$ cat src/rtl/gregorian_date_difference_core_macros.svh
// ----------------------------------------------------------------------------
// Gregorian date difference: assertion macros
// Shared property forms for the checks at the end of the core.
// ----------------------------------------------------------------------------
`ifndef GREGORIAN_DATE_DIFFERENCE_CORE_MACROS_SVH
`define GREGORIAN_DATE_DIFFERENCE_CORE_MACROS_SVH

// The consequent must hold in the same cycle as the antecedent.
`define GDD_ASSERT_SAME(label, ante, cons, msg) \
	label: assert property (@(posedge clk) disable iff (!arst_n) \
		(ante) |-> (cons)) else $error(msg);

// The consequent must hold in the cycle after the antecedent.
`define GDD_ASSERT_NEXT(label, ante, cons, msg) \
	label: assert property (@(posedge clk) disable iff (!arst_n) \
		(ante) |=> (cons)) else $error(msg);

`endif

$ cat src/rtl/gdd_pkg.sv
// ----------------------------------------------------------------------------
// Gregorian date difference package
// Field widths, calendar tables and the per-date pipeline step functions.
// ----------------------------------------------------------------------------
package gdd_pkg;

	localparam int unsigned DAY_W   = 5;
	localparam int unsigned MONTH_W = 4;
	localparam int unsigned YEAR_W  = 14;
	localparam int unsigned COUNT_W = 22;
	localparam int unsigned QUOT_W  = 8;   // floor((year - 1) / 100) for a 14-bit year
	localparam int unsigned DBM_W   = 9;   // days before a month, up to 335
	localparam int unsigned PROD_W  = 27;  // 14-bit year times the 13-bit reciprocal

	localparam logic [YEAR_W-1:0]  YEAR_MAX   = 14'd9999;
	localparam logic [MONTH_W-1:0] MONTH_FEB  = 4'd2;
	localparam logic [MONTH_W-1:0] MONTH_DEC  = 4'd12;
	localparam logic [12:0]        RECIP_100  = 13'd5243;  // ceil(2^19 / 100)
	localparam int unsigned        RECIP_SHR  = 19;
	localparam logic [6:0]         CENT_LAST  = 7'd99;
	localparam logic [COUNT_W-1:0] COUNT_MAX  = 22'd3652059;

	// Per-date state after the first stage.
	typedef struct packed {
		logic [DAY_W-1:0]   day;
		logic [MONTH_W-1:0] month;
		logic [YEAR_W-1:0]  py;     // year - 1
		logic [QUOT_W-1:0]  qp;     // py / 100
		logic               ok;     // month and year in range
	} date_s1_t;

	// Per-date state after the second stage.
	typedef struct packed {
		logic [DAY_W-1:0]   day;
		logic [DBM_W-1:0]   dbm;    // days before month, leap day included
		logic [COUNT_W-1:0] yd;     // 365 * py + py / 4
		logic [QUOT_W-1:0]  corr;   // py / 100 - py / 400
		logic               ok;     // whole date valid
	} date_s2_t;

	// Length of a month in a common year; zero for codes that are no month.
	function automatic logic [DAY_W-1:0] month_len(input logic [MONTH_W-1:0] m);
		logic [DAY_W-1:0] len;
		unique case (m)
			4'd1, 4'd3, 4'd5, 4'd7, 4'd8, 4'd10, 4'd12: len = 5'd31;
			4'd4, 4'd6, 4'd9, 4'd11:                     len = 5'd30;
			4'd2:                                        len = 5'd28;
			default:                                     len = 5'd0;
		endcase
		return len;
	endfunction

	// Days in the months before month m of a common year.
	function automatic logic [DBM_W-1:0] days_before(input logic [MONTH_W-1:0] m);
		logic [DBM_W-1:0] n;
		unique case (m)
			4'd1:    n = 9'd0;
			4'd2:    n = 9'd31;
			4'd3:    n = 9'd59;
			4'd4:    n = 9'd90;
			4'd5:    n = 9'd120;
			4'd6:    n = 9'd151;
			4'd7:    n = 9'd181;
			4'd8:    n = 9'd212;
			4'd9:    n = 9'd243;
			4'd10:   n = 9'd273;
			4'd11:   n = 9'd304;
			4'd12:   n = 9'd334;
			default: n = 9'd0;
		endcase
		return n;
	endfunction

	// First stage: range checks and the century quotient by reciprocal multiply.
	// The reciprocal is exact for every 14-bit dividend.
	function automatic date_s1_t step_s1(input logic [DAY_W-1:0] d,
			input logic [MONTH_W-1:0] m, input logic [YEAR_W-1:0] y);
		date_s1_t         r;
		logic [PROD_W-1:0] prod;
		r.day   = d;
		r.month = m;
		r.py    = y - 14'd1;
		prod    = PROD_W'(r.py) * PROD_W'(RECIP_100);
		r.qp    = prod[RECIP_SHR +: QUOT_W];
		r.ok    = (y != '0) && (y <= YEAR_MAX) && (m != '0) && (m <= MONTH_DEC);
		return r;
	endfunction

	// Second stage: leap year, day check and the year part of the day number.
	// Year y is a leap year when py % 4 == 3 and py % 100 != 99, or when
	// py % 100 == 99 and (py / 100) % 4 == 3.
	function automatic date_s2_t step_s2(input date_s1_t s);
		date_s2_t          r;
		logic [YEAR_W-1:0] rem;
		logic              cent;
		logic              leap;
		logic [DAY_W-1:0]  len;
		rem  = s.py - YEAR_W'(s.qp) * 14'd100;
		cent = (rem[6:0] == CENT_LAST);
		leap = ((s.py[1:0] == 2'd3) && !cent) || (cent && (s.qp[1:0] == 2'd3));
		len  = (s.month == MONTH_FEB) ? (leap ? 5'd29 : 5'd28) : month_len(s.month);
		r.day  = s.day;
		r.dbm  = days_before(s.month) + DBM_W'(leap && (s.month > MONTH_FEB));
		r.yd   = COUNT_W'(s.py) * 22'd365 + COUNT_W'(s.py >> 2);
		r.corr = s.qp - (s.qp >> 2);
		r.ok   = s.ok && (s.day != '0) && (s.day <= len);
		return r;
	endfunction

	// Third stage: the day number, 1 January of year 1 being day 1.
	function automatic logic [COUNT_W-1:0] day_number(input date_s2_t s);
		return s.yd - COUNT_W'(s.corr) + COUNT_W'(s.dbm) + COUNT_W'(s.day);
	endfunction

endpackage

$ cat src/rtl/gregorian_date_difference_core.sv
// ----------------------------------------------------------------------------
// Gregorian date difference core
// Counts the days between two proleptic Gregorian dates in a four-stage
// pipeline through closed-form day numbers.
// ----------------------------------------------------------------------------
//
// Channel   Direction   Handshake             Payload
// input     in          in_valid / in_stall   start_*, end_*, include_end
// output    out         out_valid / out_stall day_count, invalid_date
//
// Each transaction passes from acceptance to a valid result through the four
// register stages: century quotient, leap and year terms, day number, and the
// final subtract. A new transaction can enter every cycle while in_stall is low.
// Reset clears only the stage valid bits; the payload registers are not reset.
// A stage holds while the stage after it is full and stalled, so a stalled
// output backs up into in_stall, and empty stages still fill behind it.
// ----------------------------------------------------------------------------
`include "gregorian_date_difference_core_macros.svh"

module gregorian_date_difference_core (
	input  logic                          clk,
	input  logic                          arst_n,
	input  logic                          in_valid,
	output logic                          in_stall,
	input  logic [gdd_pkg::DAY_W-1:0]     start_day,
	input  logic [gdd_pkg::MONTH_W-1:0]   start_month,
	input  logic [gdd_pkg::YEAR_W-1:0]    start_year,
	input  logic [gdd_pkg::DAY_W-1:0]     end_day,
	input  logic [gdd_pkg::MONTH_W-1:0]   end_month,
	input  logic [gdd_pkg::YEAR_W-1:0]    end_year,
	input  logic                          include_end,
	output logic                          out_valid,
	input  logic                          out_stall,
	output logic [gdd_pkg::COUNT_W-1:0]   day_count,
	output logic                          invalid_date
);

	logic v_s1, v_s2, v_s3, v_s4;
	logic en_s1, en_s2, en_s3, en_s4;

	gdd_pkg::date_s1_t a_s1, b_s1;
	logic              inc_s1;
	gdd_pkg::date_s2_t a_s2, b_s2;
	logic              inc_s2;
	logic [gdd_pkg::COUNT_W-1:0] na_s3, nb_s3;
	logic              inc_s3, bad_s3;
	logic [gdd_pkg::COUNT_W-1:0] count_s4;
	logic              bad_s4;

	// A stage loads when it is empty or its contents move on.
	assign en_s4    = !v_s4 || !out_stall;
	assign en_s3    = !v_s3 || en_s4;
	assign en_s2    = !v_s2 || en_s3;
	assign en_s1    = !v_s1 || en_s2;
	assign in_stall = !en_s1;

	// Valid bits travel with the data.
	always_ff @(posedge clk or negedge arst_n) begin
		if (!arst_n) begin
			v_s1 <= 1'b0;
			v_s2 <= 1'b0;
			v_s3 <= 1'b0;
			v_s4 <= 1'b0;
		end else begin
			if (en_s1) v_s1 <= in_valid;
			if (en_s2) v_s2 <= v_s1;
			if (en_s3) v_s3 <= v_s2;
			if (en_s4) v_s4 <= v_s3;
		end
	end

	// Stage 1: range checks and century quotients of both dates.
	always_ff @(posedge clk) begin
		if (en_s1) begin
			a_s1   <= gdd_pkg::step_s1(start_day, start_month, start_year);
			b_s1   <= gdd_pkg::step_s1(end_day, end_month, end_year);
			inc_s1 <= include_end;
		end
	end

	// Stage 2: leap years, day checks and year terms.
	always_ff @(posedge clk) begin
		if (en_s2) begin
			a_s2   <= gdd_pkg::step_s2(a_s1);
			b_s2   <= gdd_pkg::step_s2(b_s1);
			inc_s2 <= inc_s1;
		end
	end

	// Stage 3: day numbers.
	always_ff @(posedge clk) begin
		if (en_s3) begin
			na_s3  <= gdd_pkg::day_number(a_s2);
			nb_s3  <= gdd_pkg::day_number(b_s2);
			inc_s3 <= inc_s2;
			bad_s3 <= !a_s2.ok || !b_s2.ok;
		end
	end

	// Stage 4: difference, clamped at zero, plus the end day when asked; zero for an invalid date.
	always_ff @(posedge clk) begin
		if (en_s4) begin
			bad_s4 <= bad_s3;
			if (bad_s3) begin
				count_s4 <= '0;
			end else if (na_s3 < nb_s3) begin
				count_s4 <= nb_s3 - na_s3 + gdd_pkg::COUNT_W'(inc_s3);
			end else begin
				count_s4 <= gdd_pkg::COUNT_W'(inc_s3);
			end
		end
	end

	assign out_valid    = v_s4;
	assign day_count    = count_s4;
	assign invalid_date = bad_s4;

	// Checks on the pipeline and its results.
	`GDD_ASSERT_SAME(a_invalid_zero, out_valid && invalid_date, day_count == '0, "invalid date with nonzero count")
	`GDD_ASSERT_SAME(a_count_range, out_valid && !invalid_date, day_count <= gdd_pkg::COUNT_MAX + 22'd1, "day count out of range")
	`GDD_ASSERT_SAME(a_stall_full, in_stall, v_s1 && v_s2 && v_s3 && v_s4, "input stalled with an empty stage")
	`GDD_ASSERT_NEXT(a_stage_moves, v_s3 && en_s4, v_s4, "stage 3 transaction lost")

endmodule
$ cat config.mk
export PLATFORM = sky130hd
export DESIGN_NAME = gregorian_date_difference_core
export DESIGN_NICKNAME = d
export VERILOG_FILES = /design/src/rtl/gdd_pkg.sv /design/src/rtl/gregorian_date_difference_core.sv
export VERILOG_INCLUDE_DIRS = /design/src /design/src/rtl
export SDC_FILE = /design/constraint.sdc
export NUM_CORES = 1
export LEC_CHECK = 0
export BUFFER_PORTS_ARGS = -buffer_cell sky130_fd_sc_hd__clkbuf_2
export CAP_MARGIN = 5
export CORE_MARGIN = 2
export CORE_UTILIZATION = 45
export CTS_BUF_LIST = sky130_fd_sc_hd__clkbuf_8
export CTS_CLUSTER_DIAMETER = 30
export DETAILED_ROUTE_END_ITERATION = 6
export GPL_TIMING_DRIVEN = 0
export PLACE_DENSITY_LB_ADDON = 0.05
export SETUP_SLACK_MARGIN = 0.02
export SYNTH_ARGS = -nofsm -noshare
export SYNTH_HDL_FRONTEND = slang
export SYNTH_SLANG_ARGS = --single-unit
$ cat constraint.sdc
create_clock -name clk -period 17.71 [get_ports clk]
set_clock_uncertainty 0.05 [all_clocks]
set_input_delay 5.313 -clock clk [delete_from_list [all_inputs] [get_ports clk]]
set_output_delay 5.313 -clock clk [all_outputs]
set_load 0.02 [all_outputs]
==> metrics <==
DR iter-0 viols 668; Seq/Total Area, Yosys 26.6%; CP Capture Type output pin; PnR worst setup slack 5.33 ns; final setup fails 0; Syn Nets 3461; antenna violation net count after detailed routing 0; cell count after synthesis 2648; placed wire-length estimate 47.3 mm; startpoint types input pin; CP Cell Sequence clkbuf_2 -> and3_1 -> nand3_1 -> clkbuf_4 -> buf_12 -> inv_1 -> clkbuf_2; prevailing post-synth register cell edfxtp_1; post-synth top area cell edfxtp_1; Die Span Y 251 µm; Worst-path clk slew 0.05 ns; final wirelength 55.5 mm; CTS tree done; worst slack at placement 4.95 ns; wire per inst 15.3 µm; number of global-route vias before repair 18900; async set-reset flop share out of synthesis 1.58%; status complete, no violations; die width 251 µm; cts hold-fix bufs 0; Seq cells post-synth 253; drc violations 0; Worst Hold Class reg -> reg; Avg Vias per Cell 4.97; reg-to-reg slack, setup 12.11 ns; cts repair resizes 0; period utilization 69.9%; CP required 12.35 ns; Hold Vio Cnt, Final 0; ratio of cells with drive above 1 in the final layout 6.78%; hold worst-path end inc_s3$_DFFE_PP_; Crit path arrival time 7.02 ns; reg2reg start a_s1[17]$_DFFE_PN_; Slew Limit Fails 0; Initial Utilization 45.6%; hold slack final 0.370 ns; hold path cells 0; Area contributors post-synth edfxtp_1 25%, ha_1 23%, fa_1 18%, inv_1 8.4%, xnor2_1 4.3%; # H-tree levels 3; Hold Crit Start inc_s2$_DFFE_PP_; Netlist cell types 71; drt first pass iters 5; IO Port Bufs 74; TritonCTS Buffers 68; Post-Synthesis Cell Area 0.0276 mm²; Tot GR Track Use 18.6%; total via count in the routed design 18000; largest net degree at the start of global routing 48; Core Area 0.0605 mm²; Slowest Stage Delay on Critical Path 0.55 ns; min Tclk post-route 12.38 ns; initial antenna violation count 1; gpl congestion 0.851; Top Ports 76; CP bufs+invs 5; Max-slew headroom 17.0%; Least-Margin Pin Slew 1.24 ns; max-cap viol count 0; CTS root buffer clkbuf_8; worst-skew pair later-pin latency 0.61 ns; Post-Route Setup TNS 0 ns; clock sinks 253; CP most frequent cell clkbuf_2; Cell Rows 90; CP top delay family buffers and inverters; Yosys top cell area share 24.5%; Post-Syn Area per Cell 10.4 µm²; Post-CTS Setup Bufs 0; die area 0.0632 mm²; grt total ovfl 0; fmax 0.0808 GHz; area grow syn2layout 10.5%; Ys Warns 0; Crit Path Category in -> out; worst-path maximum fanout 38; Post-synth EDFFs 225; first-pass GRT wire length 94.9 mm; slowest stage cell, crit path clkbuf_4; Critical R2R Capture a_s2[30]$_DFFE_PP_; CTS Buffer Depth 3; RSZ-0062 raised after global routing no; Reg2Reg Depth 18; Final nets 3608
metrics by stage:
stage	cell area, µm²	util [%]	std cells
6_report	30400	50.3	3629
5_1_grt	30400	50.3	3629
4_1_cts	30400	50.3	3628
3_5_place_dp	29000	47.9	3507
3_3_place_gp	28900	47.8	3504
2_1_floorplan	27600	-	2648
sequential cells by signal, indices dropped and copies added (netlist names), 22 cells and up, named ones only:
signal     cells
a_s1          32
nb_s3         22
na_s3         22
day_count     22
b_s1          32
b_s2          45
a_s2          45
Yosys cell counts, drive strengths merged (3+ instances only):
cell type and instances:
and3 16, and4 6, or4 5, fa 249, nand2b 26, a21o 64
a21boi 4, xor2 59, o21ai 74, a2111oi 6, inv 618, o21a 20
a211o 4, o41ai 3, o31ai 5, a31oi 18, nand4 11, or2 6
o211ai 4, o31a 6, dfrtp 4, o2111ai 5, o211a 3, nor3b 5
nand2 80, and2 4, a21oi 118, nor3 34, edfxtp 225, nor2 101
a211oi 22, nor4 9, dfxtp 24, ha 513, mux2i 12, clkbuf 13
xnor2 134, nand3 38, a311oi 3, o21bai 29, or3 10, nor2b 26
o22ai 4
routing by layer:
layer | global-route usage, % | up-vias | part of all wire (%)
met5 | 0 | - | 0
met1 | 27.4 | 8602 | 52
met3 | 3.79 | 73 | 4.0
met2 | 28.5 | 230 | 43
met4 | 3.76 | 0 | 1.3
li1 | - | 9128 | -
how the worst max path moves through the flow:
stage / from / endpoint / slack [ns] / cells after the start
2_1_floorplan: out_stall / in_stall / 4.01 / 4
3_3_place_gp: out_stall / in_stall / 2.57 / 6
3_5_place_dp: end_year[1] / b_s1[8]$_DFFE_PN_ / 4.95 / 24
4_1_cts: out_stall / in_stall / 5.28 / 7
5_1_grt: out_stall / in_stall / 5.15 / 7
6_report: out_stall / in_stall / 5.33 / 7
logic make-up after synthesis:
group	Yosys count	synth area share, %
muxes	14	0.518
xor gates and xnor gates	193	6.14
and+or+nand+nor	385	6.97
buffers and inverters	632	8.61
DFF	253	26.6
adders and majority gates	762	41.4
AOI/OAI and AO/OA	409	9.75
area by class of cell:
type | instances | area [µm²]
Antenna cell | 1 | 2.50
Buffer | 13 | 52.6
Clock buffer | 73 | 1000
Clock inverter | 48 | 439
Fill cell | 5603 | 30000
Inverter | 619 | 2320
Multi-Input combinational cell | 1763 | 17900
Sequential cell | 253 | 7340
Tap cell | 782 | 978
Timing Repair Buffer | 77 | 445
layout by cell type (no fill, tap or decap), types with 8 or more instances in the layout:
master     instances
ha_1             513
o21a_1            20
bufinv_16          8
nand4_1           11
o21ai_0           54
inv_1            622
mux2i_1           12
o21bai_1          29
edfxtp_1         225
or3_1             10
nor4_1             9
xnor2_1          134
a21oi_1          118
nand3_1           37
clkbuf_8          73
dfxtp_1           24
clkbuf_1          12
and3_1            16
xor2_1            59
a211oi_1          22
fa_1             249
nand2_1           79
nor2_1           101
nor2b_1           26
clkinv_2           9
clkbuf_2          74
nand2b_1          26
a21o_1            64
clkinv_1          15
o21ai_1           20
a31oi_1           18
nor3_1            34
Power is not shown: default switching activity piles up to over one toggle a cycle in this logic, so the estimate is an artifact.
